$ cat src/hdl/nlas_pkg.sv
// Shared constants and types for the natural logarithm block.
// No dependencies; used by the top level and by its checker.
`timescale 1ns / 1ps

package nlas_pkg;

	localparam int X_W     = 48;  // argument, unsigned, 16 fraction bits
	localparam int LN_W    = 48;  // result, signed, 32 fraction bits
	localparam int TERMS_W = 11;  // term count register
	localparam int FRAC_Y  = 60;  // fraction bits of y and its powers
	localparam int SUM_W   = 64;  // series sum, 60 fraction bits
	localparam int HALF_W  = FRAC_Y / 2;

	localparam logic [TERMS_W-1:0] MAX_TERMS   = 11'd1024;
	localparam logic [TERMS_W-1:0] TERMS_RESET = 11'd256;
	localparam logic [X_W-1:0]     ONE_Q16     = 48'h0000_0001_0000;
	localparam logic [FRAC_Y-1:0]  Y_MAX       = {FRAC_Y{1'b1}};
	localparam logic [LN_W-1:0]    LN_POS_LIM  = 48'h7FFF_FFFF_FFFF;
	localparam logic [LN_W-1:0]    LN_NEG_LIM  = 48'h8000_0000_0000;

	typedef logic [X_W-1:0]    x_t;
	typedef logic [LN_W-1:0]   ln_t;
	typedef logic [TERMS_W-1:0] terms_t;
	typedef logic [FRAC_Y-1:0] frac_t;

endpackage

$ cat src/hdl/natural_log_atanh_series.sv
// Natural logarithm of an unsigned Q32.16 argument by the atanh series.
// Depends on nlas_pkg for widths, limits and types.
`timescale 1ns / 1ps

// Channel   | Direction | Signals                    | Handshake
// ----------+-----------+----------------------------+------------------------------
// argument  | in        | x_value                    | taken when start & !busy
// result    | out       | ln_value, invalid          | shown one cycle with done
// config    | in        | cfg_data (num_terms)       | written when cfg_valid & cfg_ready
//
// One item runs a restoring divider for y = (x-1)/(x+1), rounds y and forms y squared on a
// 30x30 multiplier used four times, then per term runs a radix-16 divider, adds the term
// and forms the next power, up to the term count and stopping early once the power
// vanishes; a zero argument answers on the next cycle.
// The block is busy for the whole of a nonzero item and takes no new item meanwhile.
// Reset clears the sequencer and sets the term count to 256.
// The receiver cannot stall: done marks the result for exactly one cycle.

module natural_log_atanh_series (
	input  logic                   clk,
	input  logic                   arst_n,
	input  logic                   start,
	output logic                   busy,
	input  nlas_pkg::x_t           x_value,
	output logic                   done,
	output logic signed [nlas_pkg::LN_W-1:0] ln_value,
	output logic                   invalid,
	input  logic                   cfg_valid,
	output logic                   cfg_ready,
	input  nlas_pkg::terms_t       cfg_data
);
	import nlas_pkg::*;

	localparam logic [2:0] S_IDLE = 3'd0;
	localparam logic [2:0] S_YDIV = 3'd1;
	localparam logic [2:0] S_YRND = 3'd2;
	localparam logic [2:0] S_MUL  = 3'd3;
	localparam logic [2:0] S_MRND = 3'd4;
	localparam logic [2:0] S_CHK  = 3'd5;
	localparam logic [2:0] S_TDIV = 3'd6;
	localparam logic [2:0] S_TADD = 3'd7;

	localparam logic [5:0] YDIV_LAST = 6'd59;
	localparam logic [5:0] TDIV_LAST = 6'd14;
	localparam logic [5:0] MUL_LAST  = 6'd4;

	logic [2:0]        state_q;
	logic [5:0]        cnt_q;
	terms_t            num_terms_q;
	terms_t            terms_q;
	terms_t            n_q;
	logic              neg_q;
	logic              first_q;
	logic              fin_q;

	logic [X_W:0]      den_q;
	logic [X_W:0]      yrem_q;
	frac_t             yq_q;

	frac_t             pw_q;
	frac_t             y2_q;
	logic [SUM_W-1:0]  sum_q;

	frac_t             dd_q;
	logic [TERMS_W-1:0] trem_q;
	frac_t             tq_q;

	frac_t             mul_a_q;
	frac_t             mul_b_q;
	logic [2*HALF_W-1:0] pp_q;
	logic [1:0]        psh_q;
	logic [2*FRAC_Y-1:0] acc_q;

	logic              done_q;
	ln_t               ln_q;
	logic              inv_q;

	// Configuration register; writes are always taken.
	assign cfg_ready = 1'b1;

	always_ff @(posedge clk or negedge arst_n) begin
		if (!arst_n) begin
			num_terms_q <= TERMS_RESET;
		end else if (cfg_valid && cfg_ready) begin
			num_terms_q <= cfg_data;
		end
	end

	// One restoring step of the y divider, also used for its rounding.
	logic [X_W+1:0] yr2;
	logic           yge;
	logic [X_W:0]   yrem_nxt;
	logic [FRAC_Y:0] yq_rnd;

	always_comb begin
		yr2      = {yrem_q, 1'b0};
		yge      = (yr2 >= {1'b0, den_q});
		yrem_nxt = yge ? (X_W+1)'(yr2 - {1'b0, den_q}) : yr2[X_W:0];
		yq_rnd   = {1'b0, yq_q} + (FRAC_Y+1)'(yge);
	end

	// Four radix-2 steps of the term divider: 2n+1 is at most eleven bits.
	logic [TERMS_W-1:0] tdiv_d;
	logic [TERMS_W-1:0] trem_nxt;
	logic [3:0]         tq_bits;
	logic [TERMS_W:0]   tr2;
	logic [TERMS_W:0]   trem_dbl;
	logic               t_up;
	logic [FRAC_Y:0]    t_val;
	logic [SUM_W:0]     sum_ext;

	assign tdiv_d = {n_q[TERMS_W-2:0], 1'b1};

	always_comb begin
		trem_nxt = trem_q;
		tq_bits  = '0;
		tr2      = '0;
		for (int i = 0; i < 4; i++) begin
			tr2 = {trem_nxt, dd_q[FRAC_Y-1-i]};
			if (tr2 >= {1'b0, tdiv_d}) begin
				tr2        = tr2 - {1'b0, tdiv_d};
				tq_bits[3-i] = 1'b1;
			end
			trem_nxt = tr2[TERMS_W-1:0];
		end
		trem_dbl = {trem_q, 1'b0};
		t_up     = (trem_dbl >= {1'b0, tdiv_d});
		t_val    = {1'b0, tq_q} + (FRAC_Y+1)'(t_up);
		sum_ext  = {1'b0, sum_q} + (SUM_W+1)'(t_val);
	end

	// Partial product of the shared 30x30 multiplier.
	logic [HALF_W-1:0]   mop_a;
	logic [HALF_W-1:0]   mop_b;
	logic [2*FRAC_Y-1:0] pp_aligned;
	logic [FRAC_Y:0]     m_rnd;

	always_comb begin
		mop_a = cnt_q[1] ? mul_a_q[FRAC_Y-1:HALF_W] : mul_a_q[HALF_W-1:0];
		mop_b = cnt_q[0] ? mul_b_q[FRAC_Y-1:HALF_W] : mul_b_q[HALF_W-1:0];
		case (psh_q)
			2'd0:    pp_aligned = {(2*FRAC_Y-2*HALF_W)'(0), pp_q};
			2'd1:    pp_aligned = {(FRAC_Y-2*HALF_W+HALF_W)'(0), pp_q, (HALF_W)'(0)};
			default: pp_aligned = {pp_q, (FRAC_Y)'(0)};
		endcase
		m_rnd = {1'b0, acc_q[2*FRAC_Y-1:FRAC_Y]} + (FRAC_Y+1)'(acc_q[FRAC_Y-1]);
	end

	// Final scaling: twice the sum with 32 fraction bits, rounded, signed.
	logic [38:0] res_mag;
	ln_t         res_ext;
	ln_t         ln_fin;

	always_comb begin
		res_mag = {2'b00, sum_q[SUM_W-1:27]} + 39'(sum_q[26]);
		res_ext = LN_W'(res_mag);
		if (neg_q) begin
			ln_fin = (res_ext > LN_NEG_LIM) ? LN_NEG_LIM : LN_W'(0) - res_ext;
		end else begin
			ln_fin = (res_ext > LN_POS_LIM) ? LN_POS_LIM : res_ext;
		end
	end

	// Sequencer: control state.
	always_ff @(posedge clk or negedge arst_n) begin
		if (!arst_n) begin
			state_q <= S_IDLE;
			cnt_q   <= '0;
			done_q  <= 1'b0;
			fin_q   <= 1'b0;
			first_q <= 1'b0;
			n_q     <= '0;
		end else begin
			done_q <= 1'b0;
			fin_q  <= 1'b0;
			if (fin_q) begin
				done_q <= 1'b1;
			end
			case (state_q)
				S_IDLE: begin
					if (start && !busy) begin
						if (x_value == '0) begin
							done_q <= 1'b1;
						end else begin
							state_q <= S_YDIV;
							cnt_q   <= '0;
						end
					end
				end
				S_YDIV: begin
					cnt_q <= cnt_q + 6'd1;
					if (cnt_q == YDIV_LAST) begin
						state_q <= S_YRND;
					end
				end
				S_YRND: begin
					state_q <= S_MUL;
					cnt_q   <= '0;
					first_q <= 1'b1;
				end
				S_MUL: begin
					cnt_q <= cnt_q + 6'd1;
					if (cnt_q == MUL_LAST) begin
						state_q <= S_MRND;
					end
				end
				S_MRND: begin
					state_q <= S_CHK;
					first_q <= 1'b0;
					n_q     <= first_q ? '0 : n_q + TERMS_W'(1);
				end
				S_CHK: begin
					cnt_q <= '0;
					if ((n_q >= terms_q) || (pw_q == '0)) begin
						state_q <= S_IDLE;
						fin_q   <= 1'b1;
					end else begin
						state_q <= S_TDIV;
					end
				end
				S_TDIV: begin
					cnt_q <= cnt_q + 6'd1;
					if (cnt_q == TDIV_LAST) begin
						state_q <= S_TADD;
					end
				end
				S_TADD: begin
					state_q <= S_MUL;
					cnt_q   <= '0;
				end
				default: begin
					state_q <= S_IDLE;
				end
			endcase
		end
	end

	// Datapath registers; no reset needed.
	always_ff @(posedge clk) begin
		case (state_q)
			S_IDLE: begin
				neg_q   <= (x_value < ONE_Q16);
				yrem_q  <= (x_value < ONE_Q16) ? {1'b0, ONE_Q16 - x_value}
				                               : {1'b0, x_value - ONE_Q16};
				den_q   <= {1'b0, x_value} + {1'b0, ONE_Q16};
				terms_q <= (num_terms_q > MAX_TERMS) ? MAX_TERMS : num_terms_q;
				sum_q   <= '0;
			end
			S_YDIV: begin
				yrem_q <= yrem_nxt;
				yq_q   <= {yq_q[FRAC_Y-2:0], yge};
			end
			S_YRND: begin
				pw_q    <= yq_rnd[FRAC_Y] ? Y_MAX : yq_rnd[FRAC_Y-1:0];
				mul_a_q <= yq_rnd[FRAC_Y] ? Y_MAX : yq_rnd[FRAC_Y-1:0];
				mul_b_q <= yq_rnd[FRAC_Y] ? Y_MAX : yq_rnd[FRAC_Y-1:0];
				acc_q   <= '0;
			end
			S_MUL: begin
				if (cnt_q != MUL_LAST) begin
					pp_q  <= (2*HALF_W)'(mop_a * mop_b);
					psh_q <= 2'(cnt_q[1:0] == 2'd0 ? 2'd0 :
					            (cnt_q[1:0] == 2'd3 ? 2'd2 : 2'd1));
				end
				if (cnt_q != '0) begin
					acc_q <= acc_q + pp_aligned;
				end
			end
			S_MRND: begin
				if (first_q) begin
					y2_q <= m_rnd[FRAC_Y] ? Y_MAX : m_rnd[FRAC_Y-1:0];
				end else begin
					pw_q <= m_rnd[FRAC_Y] ? Y_MAX : m_rnd[FRAC_Y-1:0];
				end
			end
			S_CHK: begin
				dd_q   <= pw_q;
				trem_q <= '0;
				tq_q   <= '0;
				ln_q   <= ln_fin;
			end
			S_TDIV: begin
				dd_q   <= {dd_q[FRAC_Y-5:0], 4'b0000};
				trem_q <= trem_nxt;
				tq_q   <= {tq_q[FRAC_Y-5:0], tq_bits};
			end
			S_TADD: begin
				sum_q   <= sum_ext[SUM_W] ? {SUM_W{1'b1}} : sum_ext[SUM_W-1:0];
				mul_a_q <= pw_q;
				mul_b_q <= y2_q;
				acc_q   <= '0;
			end
			default: begin
			end
		endcase
	end

	// Result registers; a zero argument reports invalid at once.
	always_ff @(posedge clk) begin
		if (start && !busy) begin
			inv_q <= (x_value == '0);
		end
	end

	assign busy     = (state_q != S_IDLE) || fin_q;
	assign done     = done_q;
	assign invalid  = inv_q;
	assign ln_value = inv_q ? LN_NEG_LIM : ln_q;

endmodule

$ cat config.mk
export PLATFORM = sky130hd
export DESIGN_NAME = natural_log_atanh_series
export DESIGN_NICKNAME = d
export VERILOG_FILES = /design/src/hdl/nlas_pkg.sv /design/src/hdl/natural_log_atanh_series.sv
export SDC_FILE = /design/constraint.sdc
export NUM_CORES = 2
export LEC_CHECK = 0
export ABC_AREA = 0
export BUFFER_PORTS_ARGS = -buffer_cell sky130_fd_sc_hd__buf_2
export CORE_MARGIN = 8
export CORE_UTILIZATION = 34
export DETAILED_ROUTE_END_ITERATION = 7
export PLACE_DENSITY = 0.48
export SYNTH_ARGS = -nofsm -noshare
export SYNTH_HDL_FRONTEND = slang
export SYNTH_SLANG_ARGS = --single-unit
$ cat constraint.sdc
create_clock -name clk -period 24.6 [get_ports clk]
set_input_delay 2.46 -clock clk [delete_from_list [all_inputs] [get_ports clk]]
set_output_delay 2.46 -clock clk [all_outputs]
set_load 0.01 [all_outputs]
## Yosys cells after proc, flatten, opt, wreduce, memory -nomap -nowiden

Index checks and enable logic that the tools add are counted.

- Bits in registers: 870
- Input port bits: 63
- Output and inout port bits: 52
- Word-level logic and storage cells: 153

- Add/subtract/negate cells: 17
- Multipliers: 1
- Order comparisons: 10
- Eq/ne operators: 20
- Multiplexer cells: 49
- Bitwise gates (word level): 1
- Reductions and logical operators: 28

Operators with widths:

| operator | number |
|---|---|
| $pmux 60 s2 | 5 |
| $pmux 120 s2 | 2 |
| $add 60x1->61 | 3 |
| $mux 60 | 3 |
| $mux 48 | 3 |
| $pmux 64 s2 | 1 |
| $add 120x120->120 | 1 |
| $mux 120 | 1 |
| $pmux 49 s2 | 1 |
| $add 64x61->65 | 1 |
| $mux 64 | 1 |
| $ge 12x11->1 | 5 |
| $logic_not 60->1 | 1 |
| $mul 30x30->60 | 1 |
| $mux 30 | 2 |
| $mux 11 | 5 |
| $ge 50x49->1 | 1 |
| $add 48x17->49 const B | 1 |
| $mux 49 | 1 |
| $sub 49x49->49 | 1 |
| $gt 38x48->1 const B | 1 |
| $logic_not 48->1 | 1 |
| $lt 48x17->1 const B | 1 |
| $sub 17x48->48 const A | 1 |
| other kinds (41) | 82 |

## Logic depth before layout (Yosys ltp)

- Depth after elaboration: 9
- Depth in mapped cells: 47
- Gate-level depth less buffers: 41

## Worst setup path before layout

OpenSTA, ideal clock, no wires.

- Path kind: flip-flop to flip-flop
- Start: register state_q[2]
- End: register dd_q[0] (enable)
- Arrival: 9907 ps
- Required time: 23798 ps
- Setup slack: 13891 ps
- Cell stages (with the launch flop): 4
- Path through: dfrtp_1 clkbuf_1 nand2_1 o21ai_0

- Cells in the longest elaborated chain, start to end: 2
- Elaborated cells between the ends (all ways): 3
- Those cells by class: eq/ne: 2; reduce/logical: 1

Ends and longest elaborated chain:

| item | line | RTL |
|---|---|---|
| from (decl) | natural_log_atanh_series.sv:47 | `logic [2:0] state_q;` |
| from (signal assigned) | natural_log_atanh_series.sv:167 | `state_q <= S_IDLE;` |
| from (signal assigned) | natural_log_atanh_series.sv:185 | `state_q <= S_YDIV;` |
| from (signal assigned) | natural_log_atanh_series.sv:193 | `state_q <= S_YRND;` |
| $eq 3x3->1 | natural_log_atanh_series.sv:240 | `case (state_q)` |
| $reduce_bool 2->1 (no source line) * | -- |  |
| to (signal assigned) | natural_log_atanh_series.sv:277 | `dd_q <= pw_q;` |
| to (signal assigned) | natural_log_atanh_series.sv:283 | `dd_q <= {dd_q[FRAC_Y-5:0], 4'b0000};` |
| to (decl) | natural_log_atanh_series.sv:64 | `frac_t dd_q;` |

Mark *: on every way between the ends. The rest lies on a longest branch, timed or not.
A chain may end at the register's enable or synchronous reset.

## Worst setup path after layout

- Start: register n_q[0]
- End: register trem_q[7] (data pin)

- Cells in the longest elaborated chain, start to end: 9
- Elaborated cells between the ends (all ways): 13
- Those cells by class: add/sub: 4; order compare: 4; mux: 5

Ends and longest elaborated chain:

| item | line | RTL |
|---|---|---|
| from (decl) | natural_log_atanh_series.sv:51 | `terms_t n_q;` |
| from (signal assigned) | natural_log_atanh_series.sv:210 | `n_q <= first_q ? '0 : n_q + TERMS_W'(1);` |
| $sub 11x11->11 or $ge 12x11->1 (tied branches) | natural_log_atanh_series.sv:121, natural_log_atanh_series.sv:120 |  |
| $mux 11 | natural_log_atanh_series.sv:120 | `if (tr2 >= {1'b0, tdiv_d}) begin` |
| $sub 11x11->11 or $ge 12x11->1 (tied branches) | natural_log_atanh_series.sv:121, natural_log_atanh_series.sv:120 |  |
| $mux 11 | natural_log_atanh_series.sv:120 |  |
| $sub 11x11->11 or $ge 12x11->1 (tied branches) | natural_log_atanh_series.sv:121, natural_log_atanh_series.sv:120 |  |
| $mux 11 | natural_log_atanh_series.sv:120 |  |
| $sub 11x11->11 or $ge 12x11->1 (tied branches) | natural_log_atanh_series.sv:121, natural_log_atanh_series.sv:120 |  |
| $mux 11 * | natural_log_atanh_series.sv:120 |  |
| $pmux 11 s2 * | natural_log_atanh_series.sv:240 |  |
| to (signal assigned) | natural_log_atanh_series.sv:284 | `trem_q <= trem_nxt;` |
| to (decl) | natural_log_atanh_series.sv:65 | `logic [TERMS_W-1:0] trem_q;` |

Marked as above.

==> metrics.md <==
| Metric | Value |
|---|---|
| Syn avg cell area | `~9.2 sq um` |
| Vias in the first global route | `67588` |
| Clk buf depth | `3` |
| Worst path max stage delay | `between 600 and 700 ps` |
| Post-synth top area share | `0.291` |
| Final hold viol count | `0` |
| Post-CTS resize count | `0` |
| Main synth FF type | `edfxtp_1` |
| CTS tree | `built` |
| H-Tree Depth | `3` |
| Number of flops mapped to enable cells by yosys | `827` |
| Die ar. | `267000 sq um` |
| Top post-synthesis cells by area | `edfxtp_1 29%, fa_1 19%, ha_1 8.0%` |
| Post CTS Setup Buffer Count | `0` |
| CP required | `25080 ps` |
| Synth top cells by count | `1365 x nand2_1, 1057 x inv_1, 827 x edfxtp_1, 788 x fa_1, 788 x nor2_1` |
| Drt first-iter violations | `5266` |
| Cell taking the most area after synthesis | `edfxtp_1` |
| Clock Latency Late Sink | `810 ps` |
| Final min period | `10970 ps` |
| Drt pass-1 iters | `6` |
| Pin count of the biggest net entering global routing | `approximately 120` |
| Ports | `~120` |
| Cells after synthesis | `9214` |
| Via/cell ratio | `roughly 5.3` |
| Max-cap violations | `0` |
| Slew HR | `0.0896` |
| GR Util All Layers | `0.223` |
| Post-synthesis sequential area ratio | `0.301` |
| Wire per inst | `24.2 microns` |
| Final number of setup-violating endpoints | `0` |
| Hold buffers post-CTS | `0` |
| Critical path arrival | `11450 ps` |
| CP delay by family, top | `compound AO/OA/AOI/OAI gates` |
| Vias post-DR | `66885` |
| Setup TNS | `0 ps` |
| Status | `completed` |
| Number of buffers and inverters on the critical path | `3` |
| Synth warn | `0` |
| Slew of the pin with the lowest slew margin | `1330 ps` |
| Slowest-stage cell, CP | `dfrtp_1` |
| Crit Path Max Fanout | `16` |
| Most numerous cell in the Yosys netlist | `nand2_1` |
| Design area | `93000 sq um` |
| Initial cell density of the core | `0.342` |
| IO Port Bufs | `approximately 110` |
| CP Class | `register to register` |
| CP startpoint kind | `register` |
| Pins Over Slew Limit | `0` |
| Syn nets | `approximately 11000` |
| FP Rows | `183` |
| Clk_skew | `77.0 ps` |
| Dpl cell area | `89200 sq um` |
| Share of cells above drive strength 1 | `0.0628` |
| Die height | `between 500 and 600 microns` |
| RSZ-0062 raised after global routing | `false` |
| GR Overflow Total | `0` |
| Fin nets | `about 10000` |
| Post-synth ARST share | `0.0395` |
| HP Class | `register to register` |
| Antenna violations before repair | `15` |
| DRC | `0` |
| Clk root buf | `clkbuf_16` |
| Top achievable clock speed | `91.2 MHz` |
| CTS buffer count | `109` |
| Worst-path clk slew | `60 ps` |
| First-pass GRT wire length | `~450000 microns` |
| DRT Wirelength | `303000 microns` |
| CP Capture Type | `register` |
| Routed Antenna Nets | `0` |
| Chip Width | `slightly above 500 microns` |
| Placer Congestion | `0.937` |
| Cell area after synthesis | `85200 sq um` |
| Core area | `between 200000 and 250000 sq um` |
| Area Overhead vs Synth | `9.11%` |
| CTS Sinks | `between 800 and 900` |
| Distinct cells, synth | `89` |
| Final Cycle Share | `0.446` |
| Post-synthesis register bit count | `861` |
| HPWL after detailed placement | `235000 microns` |
## registers in the layout, summed over array words and instances, names as in the netlist, 6 cells and up
signal,count
cnt_q,6
pp_q,60
ln_q,39
trem_q,11
num_terms_q,11
n_q,11
mul_b_q,60
tq_q,60
y2_q,60
terms_q,11
dd_q,60
sum_q,64
yq_q,60
den_q,49
mul_a_q,60
yrem_q,49
pw_q,60
acc_q,120
## through the flow
stage | hold slack [ps] | utilization | cells | setup slack, ps
after floorplan | 426 | - | 9214 | 13890
after global placement | 441 | 0.358 | 12306 | 13940
after detailed placement | 446 | 0.358 | 12306 | 13880
after CTS | 453 | 0.374 | 12513 | 13780
after global routing | 475 | 0.374 | 12515 | 12810
final | 452 | 0.374 | 12518 | 13630
## logic make-up after synthesis
kind of cell               Yosys count  synth area share
buffers and inverters             1510            0.0671
muxes                              208            0.0257
and+or+nand+nor                   3148             0.166
other                                1         0.0000440
DFF                                861             0.301
AOI/OAI and AO/OA                 1600             0.118
xor gates and xnor gates           552            0.0567
adders and majority gates         1334             0.265
## path summary, 6_finish.rpt
path | startpoint | to | slack, ps | cells past startpoint
max | n_q[0] | trem_q[7] | 13630 | 42
min | yq_q[55] | yq_q[56] | 450 | 0
max reg2reg | n_q[0] | trem_q[7] | 13630 | 42
min reg2reg | yq_q[55] | yq_q[56] | 450 | 0
max in group asynchronous | arst_n | cnt_q[2] | 22130 | 1
min in group asynchronous | arst_n | cnt_q[1] | 1810 | 1
## worst reg2reg max path, delay by kind of cell (launching register included)
kind	cells	cell delay [ps]
AOI/OAI and AO/OA	20	4340
xor gates and xnor gates	1	280
adders and majority gates	5	1660
buffers and inverters	3	760
DFF	1	610
muxes	4	1010
and+or+nand+nor	9	2010
## cell type report
class                   instances  area [sq um]
fillers                     25326        156000
multi-input cells            6843         54000
flip-flops and latches        861         25700
well taps                    3330          4170
inverters                    1059          3990
clock buffers                 129          2840
repair buffers                213          1320
clock inverters                78           923
diodes                          5          12.5
## metal layers
| metal | share of wire | vias up | global-route usage |
|---|---|---|---|
| met4 | 0.046 | 4 | 0.0869 |
| met5 | 0.000089 | - | 0 |
| met2 | 0.46 | 2088 | 0.361 |
| met1 | 0.43 | 33585 | 0.300 |
| met3 | 0.062 | 478 | 0.0365 |
| li1 | - | 30730 | - |
## layout by cell type, fill, tap and decap left out, types with 179 or more instances in the layout
master / n
nand2_1: 1363
edfxtp_1: 827
xor2_1: 232
ha_1: 546
fa_1: 788
o21ai_0: 305
xnor2_1: 320
a21oi_1: 512
a21o_1: 179
inv_1: 1056
nor2_1: 780
Power is left out: the tool's default activity adds up to more than one toggle a clock period on the data nets, which glitch-free logic cannot reach.
